==> src/hdl/txo_pkg.sv <==
// Shared types, constants and the font table for the text to display column stream.
// Used by txo_cursor, txo_serial and the top level. No dependencies.
`timescale 1ns / 1ps
`default_nettype none

package txo_pkg;

    localparam int unsigned PAGE_W   = 4;
    localparam int unsigned COLUMN_W = 7;
    localparam int unsigned COUNT_W  = 8;
    localparam int unsigned BEAT_W   = 4;

    localparam logic [7:0] CMD_PAGE   = 8'hB0;
    localparam logic [7:0] CMD_COL_HI = 8'h10;
    localparam logic [7:0] CODE_END   = 8'h00;
    localparam logic [7:0] CODE_FIRST = 8'h20;
    localparam logic [7:0] CODE_LAST  = 8'h7F;

    localparam logic [7:0] ADVANCE   = 8'd6;
    localparam logic [7:0] WRAP_AT   = 8'd123;
    localparam logic [3:0] LAST_PAGE = 4'd7;

    localparam logic [BEAT_W-1:0] BEAT_PAGE   = 4'd0;
    localparam logic [BEAT_W-1:0] BEAT_COL_LO = 4'd1;
    localparam logic [BEAT_W-1:0] BEAT_COL_HI = 4'd2;
    localparam logic [BEAT_W-1:0] BEAT_GLYPH  = 4'd3;
    localparam logic [BEAT_W-1:0] BEAT_SPACER = 4'd8;

    localparam logic KIND_BEGIN = 1'b0;
    localparam logic KIND_CHAR  = 1'b1;

    typedef enum logic [2:0] {
        GLYPH_BLANK,
        GLYPH_A,
        GLYPH_B,
        GLYPH_C,
        GLYPH_H,
        GLYPH_E_LOWER,
        GLYPH_L_LOWER,
        GLYPH_O_LOWER
    } glyph_t;

    typedef struct packed {
        logic                valid;
        logic [PAGE_W-1:0]   page;
        logic [COLUMN_W-1:0] column;
        glyph_t              glyph;
    } job_t;

    function automatic logic [7:0] glyph_column(glyph_t g, logic [2:0] idx);
        logic [39:0] cols;
        logic [7:0]  result;
        unique case (g)
            GLYPH_A:       cols = 40'h7C_12_11_12_7C;
            GLYPH_B:       cols = 40'h7F_49_49_49_36;
            GLYPH_C:       cols = 40'h3E_41_41_41_22;
            GLYPH_H:       cols = 40'h7F_08_08_08_7F;
            GLYPH_E_LOWER: cols = 40'h3E_49_49_49_26;
            GLYPH_L_LOWER: cols = 40'h00_41_7F_40_00;
            GLYPH_O_LOWER: cols = 40'h3E_41_41_41_3E;
            default:       cols = 40'h0;
        endcase
        unique case (idx)
            3'd0:    result = cols[39:32];
            3'd1:    result = cols[31:24];
            3'd2:    result = cols[23:16];
            3'd3:    result = cols[15:8];
            3'd4:    result = cols[7:0];
            default: result = 8'h00;
        endcase
        return result;
    endfunction

endpackage

`default_nettype wire

==> src/hdl/txo_cursor.sv <==
// Cursor state and character decode: takes input words, updates the cursor and
// hands one rendering job per drawn character to txo_serial. Depends on txo_pkg.
`timescale 1ns / 1ps
`default_nettype none

module txo_cursor #(
    parameter int unsigned MAX_CHARS = 128
) (
    input  wire logic                          aclk,
    input  wire logic                          aresetn,
    input  wire logic [2:0]                    start_page,
    input  wire logic [txo_pkg::COLUMN_W-1:0]  start_column,
    input  wire logic                          in_valid,
    output logic                               in_ready,
    input  wire logic                          in_kind,
    input  wire logic [7:0]                    in_code,
    input  wire logic                          job_take,
    output txo_pkg::job_t                      job
);

    logic [txo_pkg::PAGE_W-1:0]   page_reg, page_next;
    logic [txo_pkg::COLUMN_W-1:0] column_reg, column_next;
    logic                         stopped_reg, stopped_next;
    logic [txo_pkg::COUNT_W-1:0]  count_reg, count_next;
    txo_pkg::job_t                job_reg, job_next;

    logic                         accept;
    logic                         draw;
    txo_pkg::glyph_t              glyph;
    logic [7:0]                   column_adv;
    logic [txo_pkg::PAGE_W-1:0]   page_inc;
    logic [txo_pkg::COUNT_W-1:0]  count_inc;

    assign in_ready = !job_reg.valid || job_take;
    assign accept   = in_valid && in_ready;
    assign job      = job_reg;

    always_comb begin
        unique case (in_code)
            8'h41:   glyph = txo_pkg::GLYPH_A;
            8'h42:   glyph = txo_pkg::GLYPH_B;
            8'h43:   glyph = txo_pkg::GLYPH_C;
            8'h48:   glyph = txo_pkg::GLYPH_H;
            8'h65:   glyph = txo_pkg::GLYPH_E_LOWER;
            8'h6C:   glyph = txo_pkg::GLYPH_L_LOWER;
            8'h6F:   glyph = txo_pkg::GLYPH_O_LOWER;
            default: glyph = txo_pkg::GLYPH_BLANK;
        endcase
    end

    assign column_adv = {1'b0, column_reg} + txo_pkg::ADVANCE;
    assign page_inc   = page_reg + 4'd1;
    assign count_inc  = count_reg + 8'd1;
    assign draw       = (in_kind == txo_pkg::KIND_CHAR) && !stopped_reg
                        && (in_code != txo_pkg::CODE_END);

    always_comb begin
        page_next    = page_reg;
        column_next  = column_reg;
        stopped_next = stopped_reg;
        count_next   = count_reg;
        job_next     = job_reg;
        if (job_take) begin
            job_next.valid = 1'b0;
        end
        if (accept) begin
            if (in_kind == txo_pkg::KIND_BEGIN) begin
                page_next    = {1'b0, start_page};
                column_next  = start_column;
                stopped_next = 1'b0;
                count_next   = '0;
            end else if (!stopped_reg && in_code == txo_pkg::CODE_END) begin
                stopped_next = 1'b1;
            end else if (draw) begin
                job_next.valid  = 1'b1;
                job_next.page   = page_reg;
                job_next.column = column_reg;
                job_next.glyph  = glyph;
                if (column_adv >= txo_pkg::WRAP_AT) begin
                    column_next = '0;
                    page_next   = page_inc;
                    if (page_inc > txo_pkg::LAST_PAGE) begin
                        stopped_next = 1'b1;
                    end
                end else begin
                    column_next = column_adv[txo_pkg::COLUMN_W-1:0];
                end
                count_next = count_inc;
                if (count_inc >= txo_pkg::COUNT_W'(MAX_CHARS)) begin
                    stopped_next = 1'b1;
                end
            end
        end
    end

    always_ff @(posedge aclk) begin
        if (!aresetn) begin
            page_reg      <= '0;
            column_reg    <= '0;
            stopped_reg   <= 1'b0;
            count_reg     <= '0;
            job_reg.valid <= 1'b0;
        end else begin
            page_reg      <= page_next;
            column_reg    <= column_next;
            stopped_reg   <= stopped_next;
            count_reg     <= count_next;
            job_reg.valid <= job_next.valid;
        end
        job_reg.page   <= job_next.page;
        job_reg.column <= job_next.column;
        job_reg.glyph  <= job_next.glyph;
    end

endmodule

`default_nettype wire

==> src/hdl/txo_serial.sv <==
// Beat sequencer and output register: turns one rendering job into nine words
// (three cursor commands, five glyph columns, one spacer). Depends on txo_pkg.
`timescale 1ns / 1ps
`default_nettype none

module txo_serial (
    input  wire logic           aclk,
    input  wire logic           aresetn,
    input  wire txo_pkg::job_t  job,
    output logic                job_take,
    output logic                out_valid,
    input  wire logic           out_ready,
    output logic [7:0]          out_payload,
    output logic                out_is_data,
    output logic                out_last
);

    logic                         busy_reg, busy_next;
    logic [txo_pkg::BEAT_W-1:0]   beat_reg, beat_next;
    logic [txo_pkg::PAGE_W-1:0]   page_reg, page_next;
    logic [txo_pkg::COLUMN_W-1:0] column_reg, column_next;
    txo_pkg::glyph_t              glyph_reg, glyph_next;
    logic                         valid_reg, valid_next;
    logic [7:0]                   payload_reg, payload_next;
    logic                         is_data_reg, is_data_next;
    logic                         last_reg, last_next;

    logic                         out_free;
    logic                         last_beat;
    logic [txo_pkg::BEAT_W-1:0]   glyph_idx;
    logic [7:0]                   beat_byte;

    assign out_free  = !valid_reg || out_ready;
    assign last_beat = busy_reg && out_free && (beat_reg == txo_pkg::BEAT_SPACER);
    assign job_take  = job.valid && (!busy_reg || last_beat);
    assign glyph_idx = beat_reg - txo_pkg::BEAT_GLYPH;

    always_comb begin
        if (beat_reg == txo_pkg::BEAT_PAGE) begin
            beat_byte = txo_pkg::CMD_PAGE | {4'h0, page_reg};
        end else if (beat_reg == txo_pkg::BEAT_COL_LO) begin
            beat_byte = {4'h0, column_reg[3:0]};
        end else if (beat_reg == txo_pkg::BEAT_COL_HI) begin
            beat_byte = txo_pkg::CMD_COL_HI | {5'b0, column_reg[6:4]};
        end else if (beat_reg == txo_pkg::BEAT_SPACER) begin
            beat_byte = 8'h00;
        end else begin
            beat_byte = txo_pkg::glyph_column(glyph_reg, glyph_idx[2:0]);
        end
    end

    always_comb begin
        busy_next    = busy_reg;
        beat_next    = beat_reg;
        page_next    = page_reg;
        column_next  = column_reg;
        glyph_next   = glyph_reg;
        valid_next   = valid_reg;
        payload_next = payload_reg;
        is_data_next = is_data_reg;
        last_next    = last_reg;
        if (out_free) begin
            valid_next = busy_reg;
            if (busy_reg) begin
                payload_next = beat_byte;
                is_data_next = (beat_reg >= txo_pkg::BEAT_GLYPH);
                last_next    = (beat_reg == txo_pkg::BEAT_SPACER);
                if (beat_reg == txo_pkg::BEAT_SPACER) begin
                    busy_next = 1'b0;
                end else begin
                    beat_next = beat_reg + 4'd1;
                end
            end
        end
        if (job_take) begin
            busy_next   = 1'b1;
            beat_next   = txo_pkg::BEAT_PAGE;
            page_next   = job.page;
            column_next = job.column;
            glyph_next  = job.glyph;
        end
    end

    always_ff @(posedge aclk) begin
        if (!aresetn) begin
            busy_reg  <= 1'b0;
            beat_reg  <= txo_pkg::BEAT_PAGE;
            valid_reg <= 1'b0;
        end else begin
            busy_reg  <= busy_next;
            beat_reg  <= beat_next;
            valid_reg <= valid_next;
        end
        page_reg    <= page_next;
        column_reg  <= column_next;
        glyph_reg   <= glyph_next;
        payload_reg <= payload_next;
        is_data_reg <= is_data_next;
        last_reg    <= last_next;
    end

    assign out_valid   = valid_reg;
    assign out_payload = payload_reg;
    assign out_is_data = is_data_reg;
    assign out_last    = last_reg;

endmodule

`default_nettype wire

==> src/hdl/text_to_oled_column_stream.sv <==
// Usage
// The slave stream takes one word per character: tuser is the kind (0 starts a
// new string, 1 is a character) and tdata the character code. A start word loads
// the cursor from the start_page and start_column registers. A drawn character
// yields nine master words: page select, low column and high column commands
// (tuser 0), then five glyph columns and one blank spacer (tuser 1, tlast on the
// spacer). A zero code, a page past 7 or MAX_CHARS drawn characters stop output
// until the next start word. The registers sit on the APB port at 0x0 and 0x4;
// they are to be written only while the block is idle; the block does not enforce it.
// An accepted character passes through the job register and the sequencer's
// beat state before its first word is registered at the output. The nine-beat
// sequencer sets the character rate; start, zero and suppressed words give no
// output. One character waits in a job register while the previous one plays out.
// A stall on m_tready holds the output word and, once the job register is full,
// drops s_tready. Synchronous reset clears the cursor, the registers and all
// valid flags.
// Depends on txo_pkg, txo_cursor and txo_serial.
`timescale 1ns / 1ps
`default_nettype none

module text_to_oled_column_stream #(
    parameter int unsigned MAX_CHARS = 128
) (
    input  wire logic        aclk,
    input  wire logic        aresetn,
    input  wire logic        psel,
    input  wire logic        penable,
    input  wire logic        pwrite,
    input  wire logic [2:0]  paddr,
    input  wire logic [31:0] pwdata,
    output logic [31:0]      prdata,
    output logic             pready,
    input  wire logic        s_tvalid,
    output logic             s_tready,
    input  wire logic [7:0]  s_tdata,   // [7:0] char_code
    input  wire logic        s_tuser,   // [0] kind
    output logic             m_tvalid,
    input  wire logic        m_tready,
    output logic [7:0]       m_tdata,   // [7:0] payload
    output logic             m_tuser,   // [0] is_data
    output logic             m_tlast
);

    logic [2:0]                   start_page_reg, start_page_next;
    logic [txo_pkg::COLUMN_W-1:0] start_column_reg, start_column_next;
    logic                         cfg_write;
    txo_pkg::job_t                job;
    logic                         job_take;

    assign pready    = 1'b1;
    assign cfg_write = psel && penable && pwrite && pready;

    always_comb begin
        start_page_next   = start_page_reg;
        start_column_next = start_column_reg;
        if (cfg_write) begin
            if (paddr[2]) begin
                start_column_next = pwdata[txo_pkg::COLUMN_W-1:0];
            end else begin
                start_page_next = pwdata[2:0];
            end
        end
    end

    always_comb begin
        prdata = '0;
        if (paddr[1:0] == 2'b00) begin
            if (paddr[2]) begin
                prdata = {25'b0, start_column_reg};
            end else begin
                prdata = {29'b0, start_page_reg};
            end
        end
    end

    always_ff @(posedge aclk) begin
        if (!aresetn) begin
            start_page_reg   <= '0;
            start_column_reg <= '0;
        end else begin
            start_page_reg   <= start_page_next;
            start_column_reg <= start_column_next;
        end
    end

    txo_cursor #(
        .MAX_CHARS(MAX_CHARS)
    ) u_cursor (
        .aclk         (aclk),
        .aresetn      (aresetn),
        .start_page   (start_page_reg),
        .start_column (start_column_reg),
        .in_valid     (s_tvalid),
        .in_ready     (s_tready),
        .in_kind      (s_tuser),
        .in_code      (s_tdata),
        .job_take     (job_take),
        .job          (job)
    );

    txo_serial u_serial (
        .aclk        (aclk),
        .aresetn     (aresetn),
        .job         (job),
        .job_take    (job_take),
        .out_valid   (m_tvalid),
        .out_ready   (m_tready),
        .out_payload (m_tdata),
        .out_is_data (m_tuser),
        .out_last    (m_tlast)
    );

endmodule

`default_nettype wire

==> config.mk <==
export PLATFORM = sky130hd
export DESIGN_NAME = text_to_oled_column_stream
export DESIGN_NICKNAME = d
export VERILOG_FILES = /design/src/hdl/txo_pkg.sv /design/src/hdl/txo_cursor.sv /design/src/hdl/txo_serial.sv /design/src/hdl/text_to_oled_column_stream.sv
export SDC_FILE = /design/constraint.sdc
export NUM_CORES = 1
export LEC_CHECK = 0
export BUFFER_PORTS_ARGS = -buffer_cell sky130_fd_sc_hd__buf_2
export CAP_MARGIN = 20
export CORE_UTILIZATION = 45
export CTS_CLUSTER_SIZE = 10
export DETAILED_ROUTE_END_ITERATION = 6
export GPL_TIMING_DRIVEN = 0
export MAX_ROUTING_LAYER = met4
export PLACE_DENSITY = 0.77
export SLEW_MARGIN = 20
export SYNTH_ARGS = -nofsm -noshare
export SYNTH_HDL_FRONTEND = slang
export SYNTH_SLANG_ARGS = --single-unit
==> constraint.sdc <==
create_clock -name aclk -period 5.39 [get_ports aclk]
set_clock_uncertainty 0.2 [all_clocks]
set_input_delay 1.078 -clock aclk [delete_from_list [all_inputs] [get_ports aclk]]
set_output_delay 1.078 -clock aclk [all_outputs]
set_load 0.005 [all_outputs]
==> summary.log <==
[timing] worst slew pin tran 865 ps
[logic_synthesis] cell taking the most area after synthesis edfxtp_1
[power_and_ir_drop] PD cells 246 nW/um^2
[drt] initial DRC count 164
[grt] global route total overflow 0
[critical_path] Worst EP required 4110 ps
[timing] setup tns final 0 ps
[layout] area growth from synthesis to final layout 15.2%
[die] chip width 97.0 microns
[critical_path] start-to-end type of the worst setup path in2out
[layout] diodes inserted 0
[die] standard-cell rows 34
[layout] core occupancy in the finished layout 53.6%
[grt] via count of the first global-routing pass 3086
[logic_synthesis] count of synthesis-stage warnings from yosys 0
[power_and_ir_drop] Leakage 0.00181 uW
[die] number of top-level pins 96
[drt] sum of routed wire length over all layers 8.31 mm
[logic_synthesis] number of synthesized register bits 75
[grt] largest net degree at the start of global routing 20
[logic_synthesis] part of the Yosys area used for sequential elements 46.4%
[timing] number of hold-slack violations in the final timing report 0
[clocking] number of H-tree branching levels 3
[timing] final setup vio count 0
[critical_path] startpoint types primary input
[clocking] total clock buffers created by CTS 9
[power_and_ir_drop] Peak supply drop 177 uV
[timing] Final Cycle Share 60.9%
[drt] router iterations before antenna repair 5
[place] post-DP HPWL 6.22 mm
[grt] first-pass GRT wire length 14.1 mm
[die] vertical die dimension 97.0 microns
[logic_synthesis] number of cells produced by synthesis 432
[drt] number of nets still failing antenna checks after routing 0
[drt] Wirelength per Cell 13.4 microns
[job] number of maximum-capacitance violations 0
[die] starting density of the core 46.5%
[drt] count of vias placed by the detailed router 3337
[clocking] clock-pin slew reported for the worst setup and hold paths after clock tree synthesis 70 ps
[die] overall die area 9400 sq um
[timing] Slew HR 42.1%
[clocking] maximum clock path buffer count 2
[logic_synthesis] Avg Inst Size Synth 9.39 sq um
[logic_synthesis] library cell with the highest instance count after synthesis nand2_1
[layout] number of flip-flops under the largest register name 15
[drt] number of vias per cell 5.38
[logic_synthesis] async set-reset flop share out of synthesis 0%
[timing] final number of max-transition violations 0
[layout] fillers 789
[logic_synthesis] most frequent cells after synthesis 50 x nand2_1, 38 x edfxtp_1, 37 x dfxtp_1
[logic_synthesis] number of library cell types mapped by synthesis 65
[timing] RSZ-0062 raised after global routing false
[clocking] number of setup buffers added after CTS 0
[min_path] worst min path class reg2reg
[critical_path] critical path fanouts, max 5
[layout] number of nets in the layout 571
[logic_synthesis] cell area after synthesis 4060 sq um
[logic_synthesis] top flip-flop cell by instance count after synthesis edfxtp_1
[drt] DRC violations left 0
[place] placer's final routability congestion estimate 0.923
[logic_synthesis] Area contributors post-synth edfxtp_1 28%, dfxtp_1 18%, buf_4 4.8%, nand2_1 4.6%, a21oi_1 4.2%
[clocking] CTS tree done
[critical_path] data arrival time of the critical path 2010 ps
[clocking] number of sinks on the clock net 75
[grt] number of antenna violations at the first check in global routing 0
[clocking] clock latency of the later-clocked register in the worst-skew pair 340 ps
[clocking] buffer type at the clock tree root clkbuf_8
[grt] gr usage total 18.6%
[layout] share of layout cells above drive strength 1 19.3%
[critical_path] critical path endpoint category output port
[clocking] hold buffer count at cts 0
[logic_synthesis] share of the synthesized area in the top cell type 28.1%
[clocking] number of gates resized after CTS 0
[timing] Final Critical Period 3280 ps
[timing] maximum clock rate 304 MHz
[logic_synthesis] number of synthesized flops with an enable pin 38
[die] area of the core region 8720 sq um
[place] number of I/O port buffers 40
[status] result of the run complete, no violations
[path summary, 6_finish.rpt]
path	from	to	slack, ps	depth (start not counted)
worst max-delay path	m_tready	s_tready	2110	5
worst max register to register	u_serial.beat_reg[0]	u_cursor.page_reg[3]	2660	8
worst min register to register	u_cursor.job[2]	u_serial.glyph_reg[2]	220	0
worst min-delay path	u_cursor.job[2]	u_serial.glyph_reg[2]	220	0
[metrics by stage]
step / power [uW] / std cells / hold WS [ps] / area (sq um) / worst slack (ps)
final: 1150 / 620 / 220 / 4670 / 2110
after global routing: 1200 / 620 / 232 / 4670 / 1950
after CTS: 1160 / 620 / 222 / 4670 / 2140
after detailed placement: 763 / 604 / 205 / 4490 / 2150
after global placement: 759 / 604 / 201 / 4480 / 2010
after floorplan: 726 / 456 / 200 / 4150 / 2420
[cell families (layout without fill, tap and decap cells)]
group	count (synthesis)	count (layout)	synth area share, %
adder cells (fa/ha/maj)	13	13	4.01
XOR/XNOR	14	14	3.39
flip-flops	75	75	46.4
AO/OA/AOI/OAI	106	106	17.6
other	2	26	0.185
multiplexers	9	9	2.22
AND/OR/NAND/NOR	157	157	18.4
buffers and inverters	56	112	7.83
[worst max-delay path: stages]
cell      delay (ps)
buf_2             90
nand2b_1         240
a21oi_1          310
nand2_1          140
buf_2            150
[cell usage in the layout (no fill, tap or decap), types with 3 or more instances in the layout]
cell type	instances
buf_2	42
o211ai_1	3
mux2i_1	9
a21oi_1	34
o21ai_1	4
or2_2	3
nor2b_1	3
conb_1	26
o21ai_0	19
nand3_1	18
nor2_1	36
nand2_1	50
xnor2_1	9
and3_1	6
ha_1	13
clkbuf_8	10
a211oi_1	3
inv_2	3
and2_1	3
clkbuf_1	17
nand4_1	4
inv_1	10
dfxtp_1	37
buf_4	26
edfxtp_1	38
nand2b_1	7
o22ai_1	3
nor3_1	13
xor2_1	3
a211o_1	3
a31oi_1	6
a22oi_1	5
a21o_1	3
[routing by layer]
layer	up-vias	share of wire, %	GRT usage, %
met5	-	0	-
met4	0	0.91	3.79
met3	17	6.3	4.62
met2	131	50	33.0
met1	1539	42	21.1
li1	1650	-	-
[report_power, final]
group | switching [uW] | internal (uW)
combinational | 74.6 | 50.3
clock | 188 | 208
sequential | 10.6 | 617
[area by class of cell]
type | instances | area [sq um] | share of cell area [%]
tap | 108 | 135 | 2.89
timing repair buffer | 40 | 200 | 4.28
clock inverter | 1 | 5.00 | 0.107
multi-input combinational | 325 | 1960 | 41.9
inverter | 14 | 52.6 | 1.12
sequential | 75 | 1880 | 40.3
clock buffer | 15 | 178 | 3.80
buffer | 42 | 265 | 5.67
(Power assumes the default switching activity.)
